[src/sv/nvl_pkg.sv]
// ============================================================================
// nvl_pkg: shared types and constants of the vector L2 normaliser
// Field widths, quotient unit widths and the request and response records
// passed between the top level and the quotient unit.
// ============================================================================
package nvl_pkg;

    // Widths fixed by the element and result formats.
    localparam int DATA_W  = 16;
    localparam int SUM_W   = 38;
    localparam int Q_W     = 16;
    localparam int STEP_W  = 4;

    // The quotient search works on q^2 * S against mag^2 * 2^30.
    localparam int FRAC_SHIFT = 30;
    localparam int MSQ_W      = 31;
    localparam int ACC_W      = 72;

    // Default vector capacity.
    localparam int MAX_LEN_DEF = 64;

    // Saturation limits of the Q1.15 result.
    localparam logic [Q_W-1:0] POS_LIMIT = 16'h7FFF;
    localparam logic [Q_W-1:0] NEG_LIMIT = 16'h8000;

    // Request to the quotient unit.
    typedef struct packed {
        logic                     start;
        logic signed [DATA_W-1:0] value;
        logic [SUM_W-1:0]         sum;
    } div_req_t;

    // Status and result from the quotient unit.
    typedef struct packed {
        logic             busy;
        logic             done;
        logic [Q_W-1:0]   value;
    } div_rsp_t;

endpackage

[src/sv/nvl_div.sv]
// ============================================================================
// nvl_div: iterative quotient unit
// Finds the largest q with q^2 * S <= mag^2 * 2^30, one bit per cycle from
// the top bit down, then applies sign, saturation and the all-zero case.
// ============================================================================
module nvl_div (
    input  logic              aclk,
    input  logic              aresetn,
    input  nvl_pkg::div_req_t div_req,
    output nvl_pkg::div_rsp_t div_rsp
);
    import nvl_pkg::*;

    logic              busy_reg;
    logic              done_reg;
    logic [STEP_W-1:0] step_reg;
    logic [Q_W-1:0]    q_reg;
    logic [ACC_W-1:0]  a_reg;
    logic [ACC_W-1:0]  c_reg;
    logic [ACC_W-1:0]  d_reg;
    logic [MSQ_W-1:0]  msq_reg;
    logic              neg_reg;
    logic              zero_reg;

    logic [DATA_W-1:0] mag;
    logic [ACC_W-1:0]  cand;
    logic [ACC_W-1:0]  rhs;
    logic              fits;
    logic [Q_W-1:0]    q_sat;
    logic [Q_W-1:0]    value;

    // Magnitude of the element; the most negative code gives 2^15 unsigned.
    assign mag = div_req.value[DATA_W-1] ? DATA_W'(-div_req.value) : div_req.value;

    // A holds q^2*S, C holds (q*S) << (k+1) and D holds S << 2k, so the
    // trial square (q + 2^k)^2 * S is the sum of the three.
    assign cand = a_reg + c_reg + d_reg;
    assign rhs  = {{(ACC_W - MSQ_W - FRAC_SHIFT){1'b0}}, msq_reg, {FRAC_SHIFT{1'b0}}};
    assign fits = (cand <= rhs);

    // Search loop and start of a new quotient.
    always_ff @(posedge aclk) begin
        if (!aresetn) begin
            busy_reg <= 1'b0;
            done_reg <= 1'b0;
            step_reg <= '0;
        end else if (div_req.start) begin
            busy_reg <= 1'b1;
            done_reg <= 1'b0;
            step_reg <= STEP_W'(Q_W - 1);
            q_reg    <= '0;
            a_reg    <= '0;
            c_reg    <= '0;
            d_reg    <= ACC_W'(div_req.sum) << FRAC_SHIFT;
            msq_reg  <= MSQ_W'(mag * mag);
            neg_reg  <= div_req.value[DATA_W-1];
            zero_reg <= (div_req.sum == '0);
        end else if (busy_reg) begin
            if (fits) begin
                q_reg[step_reg] <= 1'b1;
                a_reg           <= cand;
                c_reg           <= (c_reg >> 1) + d_reg;
            end else begin
                c_reg <= c_reg >> 1;
            end
            d_reg <= d_reg >> 2;
            if (step_reg == '0) begin
                busy_reg <= 1'b0;
                done_reg <= 1'b1;
            end else begin
                step_reg <= step_reg - 1'b1;
            end
        end
    end

    // Sign, saturation and the all-zero vector.
    always_comb begin
        q_sat = '0;
        value = '0;
        if (zero_reg) begin
            value = '0;
        end else if (neg_reg) begin
            q_sat = (q_reg > NEG_LIMIT) ? NEG_LIMIT : q_reg;
            value = Q_W'(0) - q_sat;
        end else begin
            q_sat = (q_reg > POS_LIMIT) ? POS_LIMIT : q_reg;
            value = q_sat;
        end
    end

    assign div_rsp.busy  = busy_reg;
    assign div_rsp.done  = done_reg;
    assign div_rsp.value = value;

endmodule

[src/sv/vector_l2_normalizer_top.sv]
// Load: one element word per cycle, s_tready high whenever no burst runs.
// Burst: each result takes a memory read, a unit start and a 16-step quotient
// search in the bit-serial loop of nvl_div, then waits until the output is free;
// the next element is read only once the previous result has been emitted.
// Reset (aresetn low, synchronous) clears the count, sum, overflow flag and
// output valid; the element memory is not cleared and needs no clearing pass.
// ============================================================================
// vector_l2_normalizer_top: L2 normalisation of one vector
// Stores elements in a synchronous memory while summing their squares, then
// reads each back and emits it divided by the Euclidean norm, in Q1.15.
// ============================================================================
module vector_l2_normalizer_top #(
    parameter int MAX_LEN = nvl_pkg::MAX_LEN_DEF
) (
    input  logic                        aclk,
    input  logic                        aresetn,
    input  logic                        s_tvalid,
    output logic                        s_tready,
    input  logic [nvl_pkg::DATA_W-1:0]  s_tdata,   // [15:0] element_value
    input  logic                        s_tlast,   // is_last
    output logic                        m_tvalid,
    input  logic                        m_tready,
    output logic [nvl_pkg::Q_W-1:0]     m_tdata,   // [15:0] normalized_value
    output logic                        m_tlast,   // last_of_run
    output logic                        m_tuser    // [0] overflowed
);
    import nvl_pkg::*;

    localparam int CNT_W  = $clog2(MAX_LEN + 1);
    localparam int ADDR_W = (MAX_LEN > 1) ? $clog2(MAX_LEN) : 1;

    typedef enum logic [1:0] {
        ST_LOAD,
        ST_READ,
        ST_START,
        ST_CALC
    } state_t;

    state_t            state_reg;
    logic [CNT_W-1:0]  count_reg;
    logic [SUM_W-1:0]  sum_reg;
    logic              ovf_reg;
    logic [CNT_W-1:0]  idx_reg;
    logic [DATA_W-1:0] rd_data_reg;
    logic              m_tvalid_reg;
    logic [Q_W-1:0]    m_tdata_reg;
    logic              m_tlast_reg;
    logic              m_tuser_reg;

    logic [DATA_W-1:0] mem [MAX_LEN];

    logic                     accept;
    logic                     room;
    logic                     last_idx;
    logic                     out_free;
    logic                     emit;
    logic signed [DATA_W-1:0] elem;
    logic signed [2*DATA_W-1:0] sq;
    div_req_t                 div_req;
    div_rsp_t                 div_rsp;

    assign s_tready = (state_reg == ST_LOAD);
    assign accept   = s_tvalid && s_tready;
    assign room     = (count_reg < CNT_W'(MAX_LEN));
    assign last_idx = (idx_reg == count_reg - 1'b1);
    assign out_free = !m_tvalid_reg || m_tready;
    assign emit     = (state_reg == ST_CALC) && div_rsp.done && out_free;
    assign elem     = signed'(s_tdata);
    assign sq       = elem * elem;

    // Element memory: one write port while loading, one registered read port.
    always_ff @(posedge aclk) begin
        if (accept && room) begin
            mem[count_reg[ADDR_W-1:0]] <= s_tdata;
        end
        if (state_reg == ST_READ) begin
            rd_data_reg <= mem[idx_reg[ADDR_W-1:0]];
        end
    end

    // Quotient unit, started once the stored element has been read.
    assign div_req.start = (state_reg == ST_START);
    assign div_req.value = signed'(rd_data_reg);
    assign div_req.sum   = sum_reg;

    nvl_div u_div (
        .aclk    (aclk),
        .aresetn (aresetn),
        .div_req (div_req),
        .div_rsp (div_rsp)
    );

    // Sequencer: load the vector, then read, divide and emit each element.
    always_ff @(posedge aclk) begin
        if (!aresetn) begin
            state_reg    <= ST_LOAD;
            count_reg    <= '0;
            sum_reg      <= '0;
            ovf_reg      <= 1'b0;
            idx_reg      <= '0;
            m_tvalid_reg <= 1'b0;
        end else begin
            // The output word is held until taken; a new one may replace it then.
            if (emit) begin
                m_tvalid_reg <= 1'b1;
            end else if (m_tready) begin
                m_tvalid_reg <= 1'b0;
            end
            case (state_reg)
                ST_LOAD: begin
                    if (accept) begin
                        if (room) begin
                            count_reg <= count_reg + 1'b1;
                            sum_reg   <= sum_reg + SUM_W'($unsigned(sq));
                        end else begin
                            ovf_reg <= 1'b1;
                        end
                        if (s_tlast) begin
                            idx_reg   <= '0;
                            state_reg <= ST_READ;
                        end
                    end
                end
                ST_READ: begin
                    state_reg <= ST_START;
                end
                ST_START: begin
                    state_reg <= ST_CALC;
                end
                ST_CALC: begin
                    if (emit) begin
                        m_tdata_reg  <= div_rsp.value;
                        m_tlast_reg  <= last_idx;
                        m_tuser_reg  <= ovf_reg;
                        if (last_idx) begin
                            count_reg <= '0;
                            sum_reg   <= '0;
                            ovf_reg   <= 1'b0;
                            state_reg <= ST_LOAD;
                        end else begin
                            idx_reg   <= idx_reg + 1'b1;
                            state_reg <= ST_READ;
                        end
                    end
                end
                default: begin
                    state_reg <= ST_LOAD;
                end
            endcase
        end
    end

    assign m_tvalid = m_tvalid_reg;
    assign m_tdata  = m_tdata_reg;
    assign m_tlast  = m_tlast_reg;
    assign m_tuser  = m_tuser_reg;

    // The stored element count never passes the capacity.
    a_count_bound: assert property (@(posedge aclk) disable iff (!aresetn)
        count_reg <= CNT_W'(MAX_LEN))
        else $error("element count above capacity");

    // Every element read back during a burst lies within the stored vector.
    a_idx_bound: assert property (@(posedge aclk) disable iff (!aresetn)
        (state_reg == ST_START) |-> (idx_reg < count_reg))
        else $error("burst index beyond stored elements");

    // The quotient unit is never restarted while it is still searching.
    a_div_idle: assert property (@(posedge aclk) disable iff (!aresetn)
        (state_reg == ST_START) |-> !div_rsp.busy)
        else $error("quotient unit started while busy");

    // Emitting the final word of a burst clears the accumulated state.
    a_burst_clear: assert property (@(posedge aclk) disable iff (!aresetn)
        (state_reg == ST_CALC && div_rsp.done && out_free && last_idx)
        |=> (count_reg == '0 && sum_reg == '0 && !ovf_reg))
        else $error("state not cleared after burst");

endmodule
[config.mk]
export PLATFORM = sky130hd
export DESIGN_NAME = vector_l2_normalizer_top
export DESIGN_NICKNAME = d
export VERILOG_FILES = /design/src/sv/nvl_pkg.sv /design/src/sv/nvl_div.sv /design/src/sv/vector_l2_normalizer_top.sv
export SDC_FILE = /design/constraint.sdc
export NUM_CORES = 2
export LEC_CHECK = 0
export BUFFER_PORTS_ARGS = -buffer_cell sky130_fd_sc_hd__buf_2
export CAP_MARGIN = 0
export CORE_ASPECT_RATIO = 1.5
export CORE_UTILIZATION = 35
export DETAILED_ROUTE_END_ITERATION = 7
export PLACE_DENSITY_LB_ADDON = 0.08
export SLEW_MARGIN = 20
export SYNTH_ARGS = -nofsm -noshare
export SYNTH_HDL_FRONTEND = slang
export SYNTH_SLANG_ARGS = --single-unit
[constraint.sdc]
create_clock -name aclk -period 28.2 [get_ports aclk]
set_clock_uncertainty 0.15 [all_clocks]
set_input_delay 2.82 -clock aclk [delete_from_list [all_inputs] [get_ports aclk]]
set_output_delay 2.82 -clock aclk [all_outputs]
set_load 0.02 [all_outputs]
# Yosys cells after proc, flatten, opt, wreduce, memory -nomap -nowiden
# Memories as Yosys holds them, arrays and structs flattened. A register that Yosys moved wholly into a read port is not among the register bits.
# Cells that the tools add are included.
# op_classes
addsub	10
mul	2
magnitude_cmp	6
eq_ne	12
muxes	49
bitwise_logic	2
n_reduce_logical	25
# op_table
op	count
$mux 72	4
$mux 38	4
$mux 16	6
$pmux 38 s2	1
$add 71x70->72	1
$add 72x70->72	1
$add 72x72->72	1
$le 72x61->1	1
$mux 70	1
$mux 68	1
$mux 7	8
$add 38x32->38	1
$logic_not 38->1	1
$mul 16x16->32	1
$mul 16x16->31	1
$pmux 7 s2	2
$gt 16x15->1 const B	1
$gt 16x16->1 const B	1
$neg 16->16	1
$or 16x16->16	1
$sub 1x16->16 const A	1
$reduce_and 5->1	3
$add 7x1->7 const B	2
$mux 1	13
other kinds (25)	48
# word_totals
reg_bits	343
ramBits	1024
in_bits	21
output_inout_bits	20
n_memories	1
# mem_list
memory	depth	word_bits	rd	rd_clocked_by_memory_dff	wr	line	text
mem	64	16	1	1	1	vector_l2_normalizer_top.sv:50	logic [DATA_W-1:0] mem [MAX_LEN];

# Depth between registers and ports, before layout
# depth
word_depth	7
depth_mapped	37
ltp_nobuf	36

# Cells and area by module
# A second synthesis with hierarchy kept.
# unflattened
hier_cells	6050
hier_area_um2	81653.3
# modules_own_cells
mod	instances	cells_per_inst	area_each_um2	seq_area_each_um2
vector_l2_normalizer_top	1	3043	53028.4	32891.5
nvl_div	1	3007	28625.0	7927.6

# Worst setup path after synthesis
# Ideal clock, no wire load.
# synth_timing
path_type	reg2reg
from	register u_div.d_reg[4]
to	register u_div.a_reg[0] (enable)
setup_time_ns	0.545
arrival_ns	10.676
required_ns	27.505
slack_ns	16.830
stages_incl_launch_ff	27
path_buffers	1
synth_period_minus_slack_ns	11.370
path_cell_list	edfxtp_1 > fa_1 > ha_1 > a21o_1 > a21oi_4 > a31oi_4 > a211o_1 > a31oi_1 > o21ai_0 > a21oi_1 > o21ai_0 > a31oi_1 > o31ai_1 > xor2_1 > ha_1 > and4_1 > nand4_1 > or4_1 > nor4b_1 > nand4_1 > or4_1 > or4b_4 > a211oi_2 > and4_1 > buf_4 > a21oi_1 > nor2b_1
# synth_via
elab_chain_cells	4
# synth_lines
item	line	text
start: declaration	nvl_div.sv:20	logic [ACC_W-1:0] d_reg;
start signal: assignment	nvl_div.sv:54	d_reg <= ACC_W'(div_req.sum) << FRAC_SHIFT;
start signal: assignment	nvl_div.sv:66	d_reg <= d_reg >> 2;
$add 72x70->72	nvl_div.sv:37	assign cand = a_reg + c_reg + d_reg;
net u_div.cand[58]	nvl_div.sv:26	logic [ACC_W-1:0] cand;
$le 72x61->1	nvl_div.sv:39	assign fits = (cand <= rhs);
$reduce_bool 2->1 (no source line)	-	
$reduce_and 3->1 (no source line)	-	
end signal: assignment	nvl_div.sv:61	a_reg <= cand;
end: declaration	nvl_div.sv:18	logic [ACC_W-1:0] a_reg;
# The timed path passes the listed nets, and every way through them passes these cells.
# A chain may end at the register's enable or synchronous reset.

# Worst setup path in the final report
# layout_timing
from	register u_div.d_reg[1]
to	register u_div.a_reg[0] (enable)
# The elaborated chain is that of the path after synthesis.

==> impl_metrics.json <==
{
  "fmax_mhz": 87.8,
  "gp_congestion": 0.850,
  "clk_pin_slew_worst_paths_ns": 0.06,
  "slew_headroom_pct": 25.7,
  "root_buffer": "clkbuf_16",
  "nets": 7150,
  "crit-reg2reg-capture": "u_div.a_reg[0]",
  "critical_path_class": "reg -> reg",
  "clock_latency_ns": 0.84,
  "layout_min_cycle_time_ns": 11.39,
  "cts.sinks": 1380,
  "post_cts_resize_count": 0,
  "ys_ff_latch": 1380,
  "largest_reg_flops": 1024,
  "port_buffers": 40,
  "path_buf_inv": 2,
  "worstMarginPinSlew_ns": 1.10,
  "synth_area_leader_cell": "edfxtp_1",
  "vias_per_cell": 5.26,
  "yosysUniqueCellTypes": 83,
  "io_pins": 41,
  "r2r_cells": 28,
  "synth_top_area_share_pct": 48.3,
  "hpwlAfterDp_mm": 175,
  "start_util_pct": 35.2,
  "ys.flop_type": "edfxtp_1",
  "r2r_start": "u_div.d_reg[1]",
  "critPathMaxFanout": 57,
  "startpoint": "u_div.d_reg[1]",
  "critical_path.max_stage_delay_ns": 0.74,
  "ys_seq_area_share_pct": 49.8,
  "r2r_slack_ns": 16.81,
  "cp.required_ns": 28.41,
  "arrival_ns": 11.60,
  "first_pass_iters": 7,
  "synth_cells": 6200,
  "drt-total-wl_mm": 245,
  "cpLargestDelayFamily": "simple AND/OR/NAND/NOR gates",
  "die-height_um": 595,
  "antenna_found_initial": 11,
  "critPathLaunchType": "flip-flop",
  "synthesis.area_sq_um": 82000,
  "post-route-period-util_pct": 40.4,
  "synth_area_leaders": "edfxtp_1 48%, fa_1 12%, mux4_2 9.2%, ha_1 6.0%, inv_1 3.1%",
  "tns_ns": 0,
  "async_reset_ff_share_pct": 0,
  "grt_pass1_vias": 53600,
  "antenna_left": 0,
  "numCtsBuffers": 154,
  "endpoint": "u_div.a_reg[0]",
  "core_area_sq_um": 233000,
  "slew_violations": 0,
  "avgSynthCellArea_sq_um": 13.2,
  "synth_edf_count": 1318,
  "postCtsSetupBuffers": 0,
  "ctsHoldBuffers": 0,
  "crit_top_cell": "a21oi_1",
  "cp.depth": 28,
  "num_rows": 217,
  "gr-usage-all-layers_pct": 20.8,
  "cp_slowest_cell": "and4_2",
  "max-cap-violations": 0,
  "htree_levels": 4,
  "num_vias": 49700,
  "hp-start": "sum_reg[6]",
  "die-area_sq_um": 236000,
  "drc": 0,
  "fillers": 22100,
  "grt_overflow": 0,
  "synth_warnings": 0,
  "grt_pass1_wl_mm": 361,
  "grt_max_degree": 117,
  "status": "complete, no violations",
  "clockBufferDepth": 4,
  "rsz0062_at_grt": "false",
  "hold_viol": 0,
  "cp-end-kind": "flip-flop",
  "wl_per_cell_um": 26.0,
  "final_common_cell": "edfxtp_1",
  "drtIter0Drc": 3082,
  "final_cell_mix": "1,318 x edfxtp_1, 676 x inv_1, 473 x fa_1, 392 x ha_1, 339 x a21oi_1",
  "holdCritPathClass": "reg -> reg",
  "drive_gt1_share_pct": 13.3,
  "area_growth_syn_to_layout_pct": 11.2,
  "cts_tree": "built",
  "setup_viol": 0,
  "fp.dieW_um": 397
}
==> cell type report <==
class	count	area (sq um)	area share (%)
diodes	17	42.5	0.0467
clock buffers	200	4180	4.59
clock inverters	58	591	0.648
inverters	682	2560	2.81
multi-input cells	3885	38000	41.6
flip-flops and latches	1380	40800	44.8
well taps	3066	3840	4.21
repair buffers	160	1160	1.27
==> metal layers <==
metal  share of wire, %  vias up  global-route usage (%)  routed length, um
met4                4.0        0                    7.71               9920
met3                2.8      357                    2.14               6780
met2                 57      811                    40.9             139000
met5                  0        -                       0                  0
li1                   -    22600                       -                  -
met1                 36    25900                    22.4              89500
==> cell usage after synthesis, drive strengths merged, types with 97 or more instances <==
master,number
mux4,336
xnor2,156
clkbuf,220
a21oi,340
o21ai,224
nor2b,99
nor2,387
fa,473
inv,677
nand2,330
edfxtp,1318
ha,393
a21o,130
nand3,113
and2,116
xor2,97
==> cell families after synthesis <==
family / synth area share [%]
DFF: 49.8
and+or+nand+nor: 8.01
AOI/OAI and AO/OA: 7.80
adders and majority gates: 17.5
xor gates and xnor gates: 2.70
other: 0.00916
muxes: 9.80
buffers and inverters: 4.35
==> worst min-delay path by stage <==
stage	end	slack [ns]	depth (start not counted)
6_report	sum_reg[6]	0.38	2
5_1_grt	sum_reg[6]	0.41	2
4_1_cts	sum_reg[6]	0.38	2
3_5_place_dp	sum_reg[6]	0.37	2
3_3_place_gp	sum_reg[6]	0.36	2
2_1_floorplan	m_tuser	0.26	0
==> tightest hold or removal path, cell delays in order, from the launching register on <==
cell	delay (ns)
dfxtp_1	0.35
nand2_1	0.07
a21boi_0	0.07
==> per-stage QoR <==
step / hold slack [ns] / cell area [sq um] / util [%] / cells / worst slack [ns]
finish: 0.383 / 91200 / 39.1 / 9448 / 16.81
global route: 0.410 / 91200 / 39.1 / 9444 / 16.22
CTS: 0.379 / 91100 / 39.1 / 9431 / 16.72
detailed placement: 0.370 / 86400 / 37.1 / 9173 / 15.95
global placement: 0.356 / 86300 / 37.1 / 9173 / 16.04
floorplan: 0.258 / 82000 / - / 6210 / 16.83
Power is left out: the tool's default activity adds up to more than one toggle a clock period on the data nets, which glitch-free logic cannot reach.
